==> config.mk <==
export PLATFORM = sky130hd
export DESIGN_NAME = zip_stored_entry_extractor_top
export DESIGN_NICKNAME = d
export VERILOG_FILES = /design/src/sv/zsee_pkg.sv /design/src/sv/zsee_front.sv /design/src/sv/zsee_queue.sv /design/src/sv/zsee_back.sv /design/src/sv/zip_stored_entry_extractor_top.sv
export SDC_FILE = /design/constraint.sdc
export NUM_CORES = 1
export LEC_CHECK = 0
export ABC_AREA = 1
export ABC_CLOCK_PERIOD_IN_PS = 10000
export BUFFER_PORTS_ARGS = -buffer_cell sky130_fd_sc_hd__buf_2
export CORE_MARGIN = 2
export CORE_UTILIZATION = 25
export CTS_CLUSTER_SIZE = 25
export DETAILED_ROUTE_END_ITERATION = 8
export PLACE_DENSITY_LB_ADDON = 0.25
export SKIP_CTS_REPAIR_TIMING = 1
export SYNTH_ARGS = -nofsm -noshare
export SYNTH_HDL_FRONTEND = slang
export SYNTH_HIERARCHICAL = 1
export SYNTH_SLANG_ARGS = --single-unit
==> constraint.sdc <==
create_clock -name clk_i -period 10 [get_ports clk_i]
set_input_delay 2 -clock clk_i [delete_from_list [all_inputs] [get_ports clk_i]]
set_output_delay 2 -clock clk_i [all_outputs]
set_load 0.1 [all_outputs]
==> src/sv/zsee_pkg.sv <==
// Shared types, constants and name table for the ZIP stored-entry extractor.
// Used by zsee_front, zsee_queue, zsee_back and zip_stored_entry_extractor_top.
`default_nettype none

package zsee_pkg;

  // Local file header layout
  localparam logic [31:0] ZIP_MAGIC  = 32'h04034b50;
  localparam logic [4:0]  HDR_LEN    = 5'd30;
  localparam logic [4:0]  OFS_METHOD = 5'd8;
  localparam logic [4:0]  OFS_SIZE   = 5'd18;
  localparam logic [4:0]  OFS_NAME   = 5'd26;
  localparam logic [4:0]  OFS_EXTRA  = 5'd28;

  // Name length an entry must have to match; table names are this long
  localparam logic [15:0] NAME_BYTES = 16'd20;
  localparam int unsigned NAME_BITS  = 160;

  // Binning values that select a table row; anything else selects row 0
  localparam logic [3:0] BIN_2 = 4'd2;
  localparam logic [3:0] BIN_4 = 4'd4;
  localparam logic [3:0] BIN_8 = 4'd8;
  localparam logic [3:0] BIN_RESET = 4'd1;

  // Status codes
  localparam logic [2:0] ST_OK        = 3'd0;
  localparam logic [2:0] ST_BAD_SIG   = 3'd1;
  localparam logic [2:0] ST_NAME_TRNC = 3'd2;
  localparam logic [2:0] ST_COMPRESS  = 3'd3;
  localparam logic [2:0] ST_DATA_TRNC = 3'd4;
  localparam logic [2:0] ST_NOT_FOUND = 3'd5;

  // Output word kinds
  localparam logic KIND_PAYLOAD = 1'b0;
  localparam logic KIND_STATUS  = 1'b1;

  // Queue between front and back
  localparam int unsigned QDEPTH = 4;
  localparam int unsigned QPTR_W = $clog2(QDEPTH);
  localparam int unsigned QCNT_W = $clog2(QDEPTH + 1);

  localparam logic [NAME_BITS-1:0] TABLE_NAMES [4] = '{
    "spectral/wlcal1b.wls",
    "spectral/wlcal2b.wls",
    "spectral/wlcal4b.wls",
    "spectral/wlcal8b.wls"
  };

  typedef struct packed {
    logic [7:0] data_byte;
    logic       final_req;
  } in_word_t;

  typedef struct packed {
    logic       kind;
    logic [7:0] payload;
    logic [2:0] status;
    logic       last;
  } out_word_t;

  // Work for the back end produced by one input byte
  typedef struct packed {
    logic       has_pay;
    logic [7:0] pay;
    logic       has_st;
    logic [2:0] st;
  } op_t;

  function automatic logic [1:0] table_sel(input logic [3:0] binning);
    logic [1:0] sel;
    sel = 2'd0;
    if (binning == BIN_2) sel = 2'd1;
    else if (binning == BIN_4) sel = 2'd2;
    else if (binning == BIN_8) sel = 2'd3;
    return sel;
  endfunction

  // First character sits in the top byte of each row
  function automatic logic [7:0] table_byte(input logic [1:0] sel, input logic [4:0] pos);
    logic [NAME_BITS-1:0] row;
    logic [7:0]           res;
    row = TABLE_NAMES[sel];
    res = 8'd0;
    for (int k = 0; k < NAME_BITS / 8; k++) begin
      if (pos == 5'(k)) res = row[NAME_BITS - 1 - 8 * k -: 8];
    end
    return res;
  endfunction

endpackage

`default_nettype wire

==> src/sv/zsee_front.sv <==
// Front end: accepts archive bytes, walks the headers and decides what to emit.
// Depends on zsee_pkg; feeds zsee_queue with one op per producing byte.
`default_nettype none

module zsee_front (
  input  wire logic              clk_i,
  input  wire logic              rst_ni,
  input  wire logic              cfg_we_i,
  input  wire logic [3:0]        cfg_data_i,
  input  wire logic              in_valid_i,
  output logic                   in_ready_o,
  input  wire zsee_pkg::in_word_t in_word_i,
  input  wire logic              q_full_i,
  output logic                   q_push_o,
  output zsee_pkg::op_t          q_op_o
);

  typedef enum logic [2:0] {
    PH_HEADER, PH_NAME, PH_EXTRA, PH_SKIP, PH_PAYLOAD,
    PH_DONE_OK, PH_DONE_SIG, PH_DONE_COMP
  } phase_e;

  phase_e        phase_q, phase_d;
  logic [3:0]    binning_q, binning_d;
  logic [4:0]    hdr_cnt_q, hdr_cnt_d;
  logic [15:0]   method_q, method_d;
  logic [31:0]   size_q, size_d;
  logic [15:0]   name_len_q, name_len_d;
  logic [15:0]   extra_len_q, extra_len_d;
  logic [31:0]   sig_q, sig_d;
  logic [15:0]   name_cnt_q, name_cnt_d;
  logic          match_q, match_d;
  logic [31:0]   skip_q, skip_d;

  logic          accept;
  logic          do_after_name;
  logic          do_after_extra;
  logic [4:0]    hdr_next;
  logic [7:0]    b;
  zsee_pkg::op_t op;

  assign in_ready_o = !q_full_i;
  assign accept     = in_valid_i && in_ready_o;
  assign b          = in_word_i.data_byte;
  assign hdr_next   = hdr_cnt_q + 5'd1;

  always_comb begin
    phase_d        = phase_q;
    binning_d      = cfg_we_i ? cfg_data_i : binning_q;
    hdr_cnt_d      = hdr_cnt_q;
    method_d       = method_q;
    size_d         = size_q;
    name_len_d     = name_len_q;
    extra_len_d    = extra_len_q;
    sig_d          = sig_q;
    name_cnt_d     = name_cnt_q;
    match_d        = match_q;
    skip_d         = skip_q;
    do_after_name  = 1'b0;
    do_after_extra = 1'b0;
    op             = '0;

    if (accept) begin
      unique case (phase_q)
        PH_HEADER: begin
          if (hdr_cnt_q < 5'd4) sig_d = {b, sig_q[31:8]};
          unique case (hdr_cnt_q)
            zsee_pkg::OFS_METHOD:         method_d = {8'd0, b};
            zsee_pkg::OFS_METHOD + 5'd1:  method_d[15:8] = b;
            zsee_pkg::OFS_SIZE:           size_d = {24'd0, b};
            zsee_pkg::OFS_SIZE + 5'd1:    size_d[15:8] = b;
            zsee_pkg::OFS_SIZE + 5'd2:    size_d[23:16] = b;
            zsee_pkg::OFS_SIZE + 5'd3:    size_d[31:24] = b;
            zsee_pkg::OFS_NAME:           name_len_d = {8'd0, b};
            zsee_pkg::OFS_NAME + 5'd1:    name_len_d[15:8] = b;
            zsee_pkg::OFS_EXTRA:          extra_len_d = {8'd0, b};
            zsee_pkg::OFS_EXTRA + 5'd1:   extra_len_d[15:8] = b;
            default: ;
          endcase
          if (hdr_next == zsee_pkg::HDR_LEN) begin
            hdr_cnt_d = 5'd0;
            if (sig_d != zsee_pkg::ZIP_MAGIC) begin
              phase_d = PH_DONE_SIG;
            end else begin
              name_cnt_d    = 16'd0;
              match_d       = 1'b1;
              phase_d       = PH_NAME;
              do_after_name = (name_len_d == 16'd0);
            end
          end else begin
            hdr_cnt_d = hdr_next;
          end
        end
        PH_NAME: begin
          if (!(name_cnt_q < zsee_pkg::NAME_BYTES &&
                zsee_pkg::table_byte(zsee_pkg::table_sel(binning_q), name_cnt_q[4:0]) == b))
            match_d = 1'b0;
          name_cnt_d = name_cnt_q + 16'd1;
          if (name_cnt_d >= name_len_q) do_after_name = 1'b1;
        end
        PH_EXTRA: begin
          skip_d = skip_q - 32'd1;
          if (skip_d == 32'd0) do_after_extra = 1'b1;
        end
        PH_SKIP: begin
          skip_d = skip_q - 32'd1;
          if (skip_d == 32'd0) begin
            phase_d   = PH_HEADER;
            hdr_cnt_d = 5'd0;
          end
        end
        PH_PAYLOAD: begin
          op.has_pay = 1'b1;
          op.pay     = b;
          skip_d     = skip_q - 32'd1;
          if (skip_d == 32'd0) phase_d = PH_DONE_OK;
        end
        default: ;
      endcase

      if (do_after_name) begin
        if (name_len_d != zsee_pkg::NAME_BYTES) match_d = 1'b0;
        if (match_d && method_d != 16'd0) begin
          phase_d = PH_DONE_COMP;
        end else begin
          phase_d = PH_EXTRA;
          skip_d  = {16'd0, extra_len_d};
          if (extra_len_d == 16'd0) do_after_extra = 1'b1;
        end
      end

      if (do_after_extra) begin
        skip_d = size_d;
        if (match_d) begin
          phase_d = (size_d != 32'd0) ? PH_PAYLOAD : PH_DONE_OK;
        end else if (size_d != 32'd0) begin
          phase_d = PH_SKIP;
        end else begin
          phase_d   = PH_HEADER;
          hdr_cnt_d = 5'd0;
        end
      end

      if (in_word_i.final_req) begin
        op.has_st = 1'b1;
        unique case (phase_d)
          PH_NAME:      op.st = zsee_pkg::ST_NAME_TRNC;
          PH_EXTRA:     op.st = match_d ? zsee_pkg::ST_DATA_TRNC : zsee_pkg::ST_NOT_FOUND;
          PH_PAYLOAD:   op.st = zsee_pkg::ST_DATA_TRNC;
          PH_DONE_OK:   op.st = zsee_pkg::ST_OK;
          PH_DONE_SIG:  op.st = zsee_pkg::ST_BAD_SIG;
          PH_DONE_COMP: op.st = zsee_pkg::ST_COMPRESS;
          default:      op.st = zsee_pkg::ST_NOT_FOUND;
        endcase
        // back to reset values for the next archive, binning kept
        phase_d     = PH_HEADER;
        hdr_cnt_d   = 5'd0;
        method_d    = 16'd0;
        size_d      = 32'd0;
        name_len_d  = 16'd0;
        extra_len_d = 16'd0;
        sig_d       = 32'd0;
        name_cnt_d  = 16'd0;
        match_d     = 1'b1;
        skip_d      = 32'd0;
      end
    end
  end

  assign q_push_o = accept && (op.has_pay || op.has_st);
  assign q_op_o   = op;

  always_ff @(posedge clk_i or negedge rst_ni) begin
    if (!rst_ni) begin
      phase_q     <= PH_HEADER;
      binning_q   <= zsee_pkg::BIN_RESET;
      hdr_cnt_q   <= 5'd0;
      method_q    <= 16'd0;
      size_q      <= 32'd0;
      name_len_q  <= 16'd0;
      extra_len_q <= 16'd0;
      sig_q       <= 32'd0;
      name_cnt_q  <= 16'd0;
      match_q     <= 1'b1;
      skip_q      <= 32'd0;
    end else begin
      phase_q     <= phase_d;
      binning_q   <= binning_d;
      hdr_cnt_q   <= hdr_cnt_d;
      method_q    <= method_d;
      size_q      <= size_d;
      name_len_q  <= name_len_d;
      extra_len_q <= extra_len_d;
      sig_q       <= sig_d;
      name_cnt_q  <= name_cnt_d;
      match_q     <= match_d;
      skip_q      <= skip_d;
    end
  end

endmodule

`default_nettype wire

==> src/sv/zsee_queue.sv <==
// Small FIFO of ops between the front and back ends.
// Depends on zsee_pkg for the op type and depth.
`default_nettype none

module zsee_queue (
  input  wire logic          clk_i,
  input  wire logic          rst_ni,
  input  wire logic          push_i,
  input  wire zsee_pkg::op_t push_op_i,
  output logic               full_o,
  input  wire logic          pop_i,
  output logic               empty_o,
  output zsee_pkg::op_t      head_o
);

  localparam int unsigned PW = zsee_pkg::QPTR_W;
  localparam int unsigned CW = zsee_pkg::QCNT_W;

  zsee_pkg::op_t  mem_q [zsee_pkg::QDEPTH];
  logic [PW-1:0]  wr_ptr_q, wr_ptr_d;
  logic [PW-1:0]  rd_ptr_q, rd_ptr_d;
  logic [CW-1:0]  cnt_q, cnt_d;

  assign full_o  = (cnt_q == CW'(zsee_pkg::QDEPTH));
  assign empty_o = (cnt_q == '0);
  assign head_o  = mem_q[rd_ptr_q];

  always_comb begin
    wr_ptr_d = wr_ptr_q;
    rd_ptr_d = rd_ptr_q;
    cnt_d    = cnt_q;
    if (push_i) begin
      wr_ptr_d = (wr_ptr_q == PW'(zsee_pkg::QDEPTH - 1)) ? '0 : wr_ptr_q + PW'(1);
    end
    if (pop_i) begin
      rd_ptr_d = (rd_ptr_q == PW'(zsee_pkg::QDEPTH - 1)) ? '0 : rd_ptr_q + PW'(1);
    end
    if (push_i && !pop_i) cnt_d = cnt_q + CW'(1);
    else if (pop_i && !push_i) cnt_d = cnt_q - CW'(1);
  end

  always_ff @(posedge clk_i) begin
    if (push_i) mem_q[wr_ptr_q] <= push_op_i;
  end

  always_ff @(posedge clk_i or negedge rst_ni) begin
    if (!rst_ni) begin
      wr_ptr_q <= '0;
      rd_ptr_q <= '0;
      cnt_q    <= '0;
    end else begin
      wr_ptr_q <= wr_ptr_d;
      rd_ptr_q <= rd_ptr_d;
      cnt_q    <= cnt_d;
    end
  end

endmodule

`default_nettype wire

==> src/sv/zsee_back.sv <==
// Back end: turns queued ops into output words through one output register.
// Depends on zsee_pkg; an op with a payload and a status yields two words.
`default_nettype none

module zsee_back (
  input  wire logic          clk_i,
  input  wire logic          rst_ni,
  input  wire logic          q_empty_i,
  input  wire zsee_pkg::op_t q_head_i,
  output logic               q_pop_o,
  output logic               out_valid_o,
  input  wire logic          out_ready_i,
  output zsee_pkg::out_word_t out_word_o
);

  logic                valid_q, valid_d;
  zsee_pkg::out_word_t word_q, word_d;
  logic                pend_q, pend_d;   // status half of the last op still owed
  logic [2:0]          pend_st_q, pend_st_d;
  logic                can_load;

  assign can_load = !valid_q || out_ready_i;
  assign q_pop_o  = can_load && !pend_q && !q_empty_i;

  always_comb begin
    valid_d   = valid_q;
    word_d    = word_q;
    pend_d    = pend_q;
    pend_st_d = pend_st_q;
    if (can_load) begin
      valid_d = 1'b0;
      if (pend_q) begin
        valid_d = 1'b1;
        word_d  = '{kind: zsee_pkg::KIND_STATUS, payload: 8'd0, status: pend_st_q, last: 1'b1};
        pend_d  = 1'b0;
      end else if (!q_empty_i) begin
        valid_d = 1'b1;
        if (q_head_i.has_pay) begin
          word_d    = '{kind: zsee_pkg::KIND_PAYLOAD, payload: q_head_i.pay,
                        status: zsee_pkg::ST_OK, last: 1'b0};
          pend_d    = q_head_i.has_st;
          pend_st_d = q_head_i.st;
        end else begin
          word_d = '{kind: zsee_pkg::KIND_STATUS, payload: 8'd0, status: q_head_i.st,
                     last: 1'b1};
        end
      end
    end
  end

  assign out_valid_o = valid_q;
  assign out_word_o  = word_q;

  always_ff @(posedge clk_i or negedge rst_ni) begin
    if (!rst_ni) begin
      valid_q <= 1'b0;
      pend_q  <= 1'b0;
    end else begin
      valid_q <= valid_d;
      pend_q  <= pend_d;
    end
  end

  always_ff @(posedge clk_i) begin
    word_q    <= word_d;
    pend_st_q <= pend_st_d;
  end

endmodule

`default_nettype wire

==> src/sv/zip_stored_entry_extractor_top.sv <==
// ZIP stored-entry extractor, top level.
// Depends on zsee_pkg, zsee_front, zsee_queue and zsee_back.
//
// Usage:
//  - Input channel (in_valid_i / in_ready_o / in_word_i): one archive byte per
//    word, final_req set on the archive's last byte.
//  - Output channel (out_valid_o / out_ready_i / out_word_o): payload words
//    (kind 0) for the matching stored entry, then one status word (kind 1,
//    last 1) for each archive. On an error status, drop the payload words.
//  - cfg_we_i / cfg_data_i write the binning register (reset 1) while idle.
//  - Throughput: one byte per cycle while in_ready_o is high. The front
//    parser settles each byte in the cycle it is accepted; a 4-deep op
//    queue decouples it from the back. An accepted byte's op is written
//    into the queue, then loaded into the output register when that is free.
//  - A final byte that also carries payload produces two words, payload then
//    status; the output register is the limit of one word/cycle if not stalled.
//  - Receiver stall: the output register holds, the queue fills, and
//    in_ready_o drops only when all four queue slots are taken.
//  - Reset: parser goes to header-hunt state, queue and output empty,
//    binning = 1. No clearing pass is needed.
`default_nettype none

module zip_stored_entry_extractor_top (
  input  wire logic                clk_i,
  input  wire logic                rst_ni,
  input  wire logic                cfg_we_i,
  input  wire logic [3:0]          cfg_data_i,
  input  wire logic                in_valid_i,
  output logic                     in_ready_o,
  input  wire zsee_pkg::in_word_t  in_word_i,
  output logic                     out_valid_o,
  input  wire logic                out_ready_i,
  output zsee_pkg::out_word_t      out_word_o
);

  logic          q_push;
  logic          q_full;
  logic          q_pop;
  logic          q_empty;
  zsee_pkg::op_t q_op;
  zsee_pkg::op_t q_head;

  // Parser: header walk, name compare, skip counters, status decision
  zsee_front u_front (
    .clk_i      (clk_i),
    .rst_ni     (rst_ni),
    .cfg_we_i   (cfg_we_i),
    .cfg_data_i (cfg_data_i),
    .in_valid_i (in_valid_i),
    .in_ready_o (in_ready_o),
    .in_word_i  (in_word_i),
    .q_full_i   (q_full),
    .q_push_o   (q_push),
    .q_op_o     (q_op)
  );

  zsee_queue u_queue (
    .clk_i     (clk_i),
    .rst_ni    (rst_ni),
    .push_i    (q_push),
    .push_op_i (q_op),
    .full_o    (q_full),
    .pop_i     (q_pop),
    .empty_o   (q_empty),
    .head_o    (q_head)
  );

  // Output sequencer: splits payload+status ops into two words
  zsee_back u_back (
    .clk_i       (clk_i),
    .rst_ni      (rst_ni),
    .q_empty_i   (q_empty),
    .q_head_i    (q_head),
    .q_pop_o     (q_pop),
    .out_valid_o (out_valid_o),
    .out_ready_i (out_ready_i),
    .out_word_o  (out_word_o)
  );

endmodule

`default_nettype wire
==> impl_metrics.json, run 1 <==
{
  "status": "finished clean",
  "drt_first_pass_iters": 5,
  "maxCapViolCount": 0,
  "die_area_um2": 61000,
  "clockBufferDepth": 3,
  "crit_chain": "buf_2 -> inv_1 -> o21ai_0 -> nor4_1 -> nand4_1 -> nor3_1 -> nand4_1 -> nand2_1 -> nand3_2 -> nand2_2 -> o21ai_1 -> nand2_1 -> nor2_1 -> nand2_1 -> nand2_1 -> nor2_1",
  "min_path_type": "flop to flop",
  "drtIter0Drc": 1106,
  "fill_cells": 6348,
  "cts.sinks": 249,
  "cts_tree": "built",
  "drc_errors": 0,
  "area_delta_synth_final_pct": 12.1,
  "max_slew_margin": 0.233,
  "grtUsageTotal": 0.144,
  "hold_viol_final": 0,
  "startpoint_type": "primary input",
  "cpPeakStageDelay_ns": 0.69,
  "grt_max_degree": 66,
  "clock-root-buffer": "clkbuf_16",
  "tightest_slew_ns": 1.15,
  "via_per_inst": 4.83,
  "num_io_pins": 33,
  "wl_mm": 43.1,
  "final.period_utilization": 0.520,
  "hold_start": "u_front/method_q[3]$_DFFE_PN0P_",
  "h-tree-depth": 1,
  "worst-path-buf-inv": 2,
  "cp.arrival_ns": 5.59,
  "path_class": "primary input to flop",
  "grt_pass1_vias": 12700,
  "synth_cell_types": 54,
  "yosysTopAreaCell": "dfrtp_1",
  "fin_util": 0.282,
  "fp.dieW_um": 247,
  "critPathLaunch": "in_word_i[2]",
  "skew_ns": 0.0155,
  "finalSetupTns_ns": 0,
  "yosysMostFrequentCell": "nand2_1",
  "critPathSlowestCell": "nand2_2",
  "synth_commonest_cells": "nand2_1, inv_1, o21ai_0, dfrtp_1, nor2_1",
  "cp-end-kind": "flop",
  "clock_latency_ns": 0.58,
  "layout_min_cycle_time_ns": 5.20,
  "async_reset_ff_frac": 0.731,
  "worst-path-max-fanout": 50,
  "seq_area_frac_synth": 0.445,
  "syn_area_um2": 14800,
  "core_um2": 58700,
  "r2r-start": "u_front/name_cnt_q[2]$_DFFE_PN0P_",
  "setup_viol": 0,
  "fmax_mhz": 192,
  "rsz0062_at_grt": "false",
  "final_antenna_net_count": 0,
  "yosys_warnings": 6,
  "synth-seq-cells": 249,
  "synth_edf_count": 67,
  "place_congestion": 0.812,
  "crit_family": "simple AND/OR/NAND/NOR gates",
  "numCtsBuffers": 30,
  "wl_per_cell_um": 16.0,
  "cp.required_ns": 10.39,
  "drive_gt1_frac": 0.0716,
  "powerDensity_nw_per_um2": 308,
  "dp_hpwl_mm": 29.5,
  "finalNetCount": 1947,
  "slew_viol_final": 0,
  "grt_pass1_wl_mm": 70.6,
  "avgSynthCellArea_um2": 7.79,
  "vias": 13000,
  "gr-total-overflow": 0,
  "synth_area_leaders": "dfrtp_1, edfxtp_1, nand2_1",
  "numPortBuffers": 32,
  "rows": 89,
  "die_h_um": 247,
  "synth_top_area_frac": 0.305,
  "clk_pin_slew_ns": 0.06,
  "cp_common_cell": "nand2_1",
  "cellLeakagePower_nw": 7.39,
  "antenna_cells": 0,
  "antenna_found_initial": 0,
  "synthCells": 1894,
  "ir_worst_vdd_mv": 0.275,
  "synth_ff_type": "dfrtp_1",
  "synth_nets": 1947,
  "start_util": 0.252
}
==> power breakdown <==
part	switching (W)	internal, W	total (W)	leakage (nW)
combinational	0.00190	0.000754	0.00265	3.80
clock	0.000432	0.000608	0.00104	0.457
sequential	0.000134	0.00127	0.00141	3.13
==> layout make-up <==
class                   count  area [um2]  share of cell area
multi-input cells        1270        6700               0.405
flip-flops and latches    249        6570               0.397
inverters                 300        1130              0.0682
well taps                 773         967              0.0584
clock buffers              47         895              0.0541
repair buffers             43         251              0.0152
clock inverters             5        38.8             0.00234
==> kinds of logic (layout without fill, tap and decap cells) <==
family | after synthesis | count (layout) | synth area share
and+or+nand+nor | 745 | 745 | 0.218
DFF | 249 | 249 | 0.445
buffers and inverters | 375 | 395 | 0.103
xor gates and xnor gates | 43 | 43 | 0.0255
adders and majority gates | 35 | 35 | 0.0302
AOI/OAI and AO/OA | 447 | 447 | 0.178
==> placed cells by master, fill, tap and decap left out, drive strengths merged, types with 47 or more instances in the layout <==
cell type,Yosys,routed
clkbuf,39,48
dfrtp,180,180
edfxtp,67,67
inv,296,296
nand2,407,407
nand3,88,88
nand4,47,47
nor2,148,148
o21ai,236,236
o22ai,97,97
==> layer usage <==
| metal | global-route usage | wire length (um) | up-vias |
|---|---|---|---|
| li1 | - | - | 6356 |
| met1 | 0.199 | 20600 | 6257 |
| met2 | 0.237 | 19900 | 313 |
| met3 | 0.0182 | 1820 | 45 |
| met4 | 0.0333 | 837 | 0 |
| met5 | 0 | 0 | - |
==> per-stage QoR <==
step	total power, W	hold WS (ns)	instance area [um2]	setup WS (ns)	std cells
floorplan	0.00344	0.449	14800	5.65	1894
global placement	0.00405	0.462	15600	4.19	2635
detailed placement	0.00405	0.466	15600	4.17	2635
CTS	0.00512	0.482	16500	4.80	2687
global route	0.00554	0.502	16500	4.30	2687
finish	0.00510	0.481	16500	4.80	2687
==> final timing paths <==
check                           slack, ns  cells past startpoint                           endpoint
worst min register to register       0.48                      2    u_front/method_q[3]$_DFFE_PN0P_
min in group asynchronous            1.44                      1    u_queue/wr_ptr_q[0]$_DFFE_PN0P_
worst max register to register       4.88                     22      u_queue/mem_q[1][0]$_DFFE_PP_
worst min-delay path                 0.48                      2    u_front/method_q[3]$_DFFE_PN0P_
max in group asynchronous            6.50                      3  u_front/name_len_q[4]$_DFFE_PN0P_
worst max-delay path                 4.80                     16      u_queue/mem_q[1][0]$_DFFE_PP_
==> tightest hold or removal path: stages, from the launching register on <==
cell and delay (ns):
dfrtp_1 0.34, nand2_1 0.05, nand2_1 0.05
==> registers in the layout, summed over array words and instances, names as in the netlist, 16 cells and up <==
name and count:
u_queue/mem_q 52, u_front/method_q 16, u_front/name_len_q 16, u_front/name_cnt_q 16, u_front/size_q 32, u_front/extra_len_q 16, u_front/sig_q 32, u_front/skip_q 32
(Power assumes the default switching activity.)
==> inputs of run 2 (changes only) <==
ABC_CLOCK_PERIOD_IN_PS = 5100   (was 10000)
clock period = 5.1 ns   (was 10 ns; I/O delays follow)
==> run 2 against run 1 <==
  * Flip-flop and latch count stayed put
  * Critical path depth is 5 higher
  * Highest routed layer unchanged
  * Clock power grew 100%
  * Sequential share of layout area is 0.35 points lower
  * Critical path type is now flop to flop
  * Via count about the same
==> impl_metrics.json, run 2 (synthesis results as in run 1) <==
{
  "worst-path-buf-inv": 3,
  "clkPwrFrac": 0.210,
  "top_register": "u_queue/mem_q",
  "fmax_mhz": 220,
  "grt_max_degree": 114,
  "finalSetupTns_ns": 0,
  "path_class": "flop to flop",
  "vias": 13000,
  "hold_end": "u_front/size_q[5]$_DFFE_PN0P_",
  "start_util": 0.252,
  "startpoint_type": "flop",
  "drc_errors": 0,
  "cp_common_cell": "nand2_1",
  "clockBufferDepth": 3,
  "power.switching_w": 0.00488,
  "cts.sinks": 249,
  "skew_ns": 0.0254,
  "clock_latency_ns": 0.58,
  "max_slew_margin": 0.205,
  "drtIter0Drc": 998,
  "powerDensity_nw_per_um2": 609,
  "tightest_slew_ns": 1.19,
  "cp-end-kind": "flop",
  "setup_viol": 0,
  "crit_family": "simple AND/OR/NAND/NOR gates",
  "cp.required_ns": 5.57,
  "place_congestion": 0.822,
  "clk_pin_slew_ns": 0.06,
  "core_um2": 58700,
  "internal_power_w": 0.00529,
  "r2r_slack_ns": 0.56,
  "slew_viol_final": 0,
  "drive_gt1_frac": 0.0793,
  "area_delta_synth_final_pct": 13.1,
  "crit_chain": "inv_1 -> nor3_1 -> nand3_1 -> nor4_2 -> nand4_1 -> nor4_2 -> xor2_1 -> inv_1 -> ha_1 -> nand2_1 -> nor2_1 -> a211oi_1 -> o21ai_0 -> nand2_1 -> nand2_1 -> nand2_2 -> buf_4 -> o21ai_0 -> o22ai_1 -> nand2_1 -> o21ai_0",
  "die_area_um2": 61000,
  "mostFrequentLayoutCells": "nand2_1, inv_1, o21ai_0",
  "layout_commonest_cell": "nand2_1",
  "min_path_type": "flop to flop",
  "die_h_um": 247,
  "dp_hpwl_mm": 29.9,
  "drt_first_pass_iters": 5,
  "fin_hold_ws_ns": 0.483,
  "cts_tree": "built",
  "num_io_pins": 33,
  "fill_cells": 6279,
  "hold_start": "u_front/size_q[5]$_DFFE_PN0P_",
  "r2r-end": "u_front/skip_q[28]$_DFFE_PN0P_",
  "ir_worst_vdd_mv": 0.525,
  "hold_path_depth": 2,
  "r2r-start": "u_front/name_cnt_q[2]$_DFFE_PN0P_",
  "h-tree-depth": 1,
  "gr-total-overflow": 0,
  "dp.cells": 2645,
  "cp.arrival_ns": 5.02,
  "largest_register_ffs": 52,
  "p_sw_frac": 0.480,
  "layout_min_cycle_time_ns": 4.54,
  "pwr-share-comb": 0.519,
  "final_cells": 2702,
  "antenna_cells": 0,
  "status": "finished clean",
  "clock-root-buffer": "clkbuf_16",
  "numPortBuffers": 32,
  "seqPwrFrac": 0.272,
  "critPathSlowestCell": "nand2_2",
  "fp.dieW_um": 247,
  "rr_worst_depth": 21,
  "grt_pass1_wl_mm": 68.4,
  "maxCapViolCount": 0,
  "grtUsageTotal": 0.139,
  "via_per_inst": 4.80,
  "finalNetCount": 1958,
  "grt_pass1_vias": 12400,
  "wl_mm": 42.7,
  "cellLeakagePower_nw": 7.46,
  "rows": 89,
  "antenna_found_initial": 0,
  "numCtsBuffers": 31,
  "cpPeakStageDelay_ns": 0.52,
  "worst-path-max-fanout": 35,
  "hold_viol_final": 0,
  "final_antenna_net_count": 0,
  "final.period_utilization": 0.891,
  "rsz0062_at_grt": "false",
  "wl_per_cell_um": 15.8
}
## run 2: metrics by stage
stage	utilization	instance area, um2	worst slack (ns)	power, W
after floorplan	-	14800	1.27	0.00674
after global routing	0.285	16700	0.0583	0.0110
after CTS	0.284	16700	0.466	0.0102
after global placement	0.268	15700	0.606	0.00801
final	0.285	16700	0.555	0.0102
after detailed placement	0.268	15700	0.487	0.00803
## run 2: worst max-delay path by stage
stage,depth (start not counted),end,from
after detailed placement,25,u_queue/mem_q[1][0]$_DFFE_PP_,u_front/name_cnt_q[2]$_DFFE_PN0P_
after global routing,25,u_queue/mem_q[3][0]$_DFFE_PP_,u_front/name_cnt_q[2]$_DFFE_PN0P_
final,21,u_front/skip_q[28]$_DFFE_PN0P_,u_front/name_cnt_q[2]$_DFFE_PN0P_
after floorplan,25,u_queue/mem_q[0][0]$_DFFE_PP_,u_front/name_cnt_q[2]$_DFFE_PN0P_
after global placement,15,u_front/skip_q[28]$_DFFE_PN0P_,in_word_i[5]
after CTS,21,u_front/skip_q[28]$_DFFE_PN0P_,u_front/name_cnt_q[2]$_DFFE_PN0P_
## run 2: layout make-up
class                           count  area (um2)  area share
Timing Repair Buffer               53         339      0.0203
Clock buffer                       44         885      0.0530
Multi-Input combinational cell   1270        6710       0.402
Inverter                          300        1130      0.0676
Tap cell                          773         967      0.0579
Sequential cell                   249        6570       0.393
Clock inverter                     13         101     0.00607
## run 2: routing by layer
metal,global-route usage,share of wire,vias to the layer above
met5,0,0,-
met4,0.0356,0.022,0
met3,0.0168,0.040,53
met2,0.231,0.47,283
met1,0.192,0.47,6246
li1,-,-,6398
## run 2: tightest hold or removal path, delay by kind of cell (launching register included)
kind / cells / cell delay [ns]
compound gates: 1 / 0.06
simple gates: 1 / 0.05
flops: 1 / 0.34
## run 2: power by group through the flow
stage | logic, W | registers, W | clock network [W]
after floorplan | 0.00365 | 0.00309 | 0
after global placement | 0.00522 | 0.00279 | 0
after detailed placement | 0.00524 | 0.00280 | 0
after CTS | 0.00526 | 0.00276 | 0.00220
after global routing | 0.00591 | 0.00281 | 0.00228
final | 0.00527 | 0.00276 | 0.00213
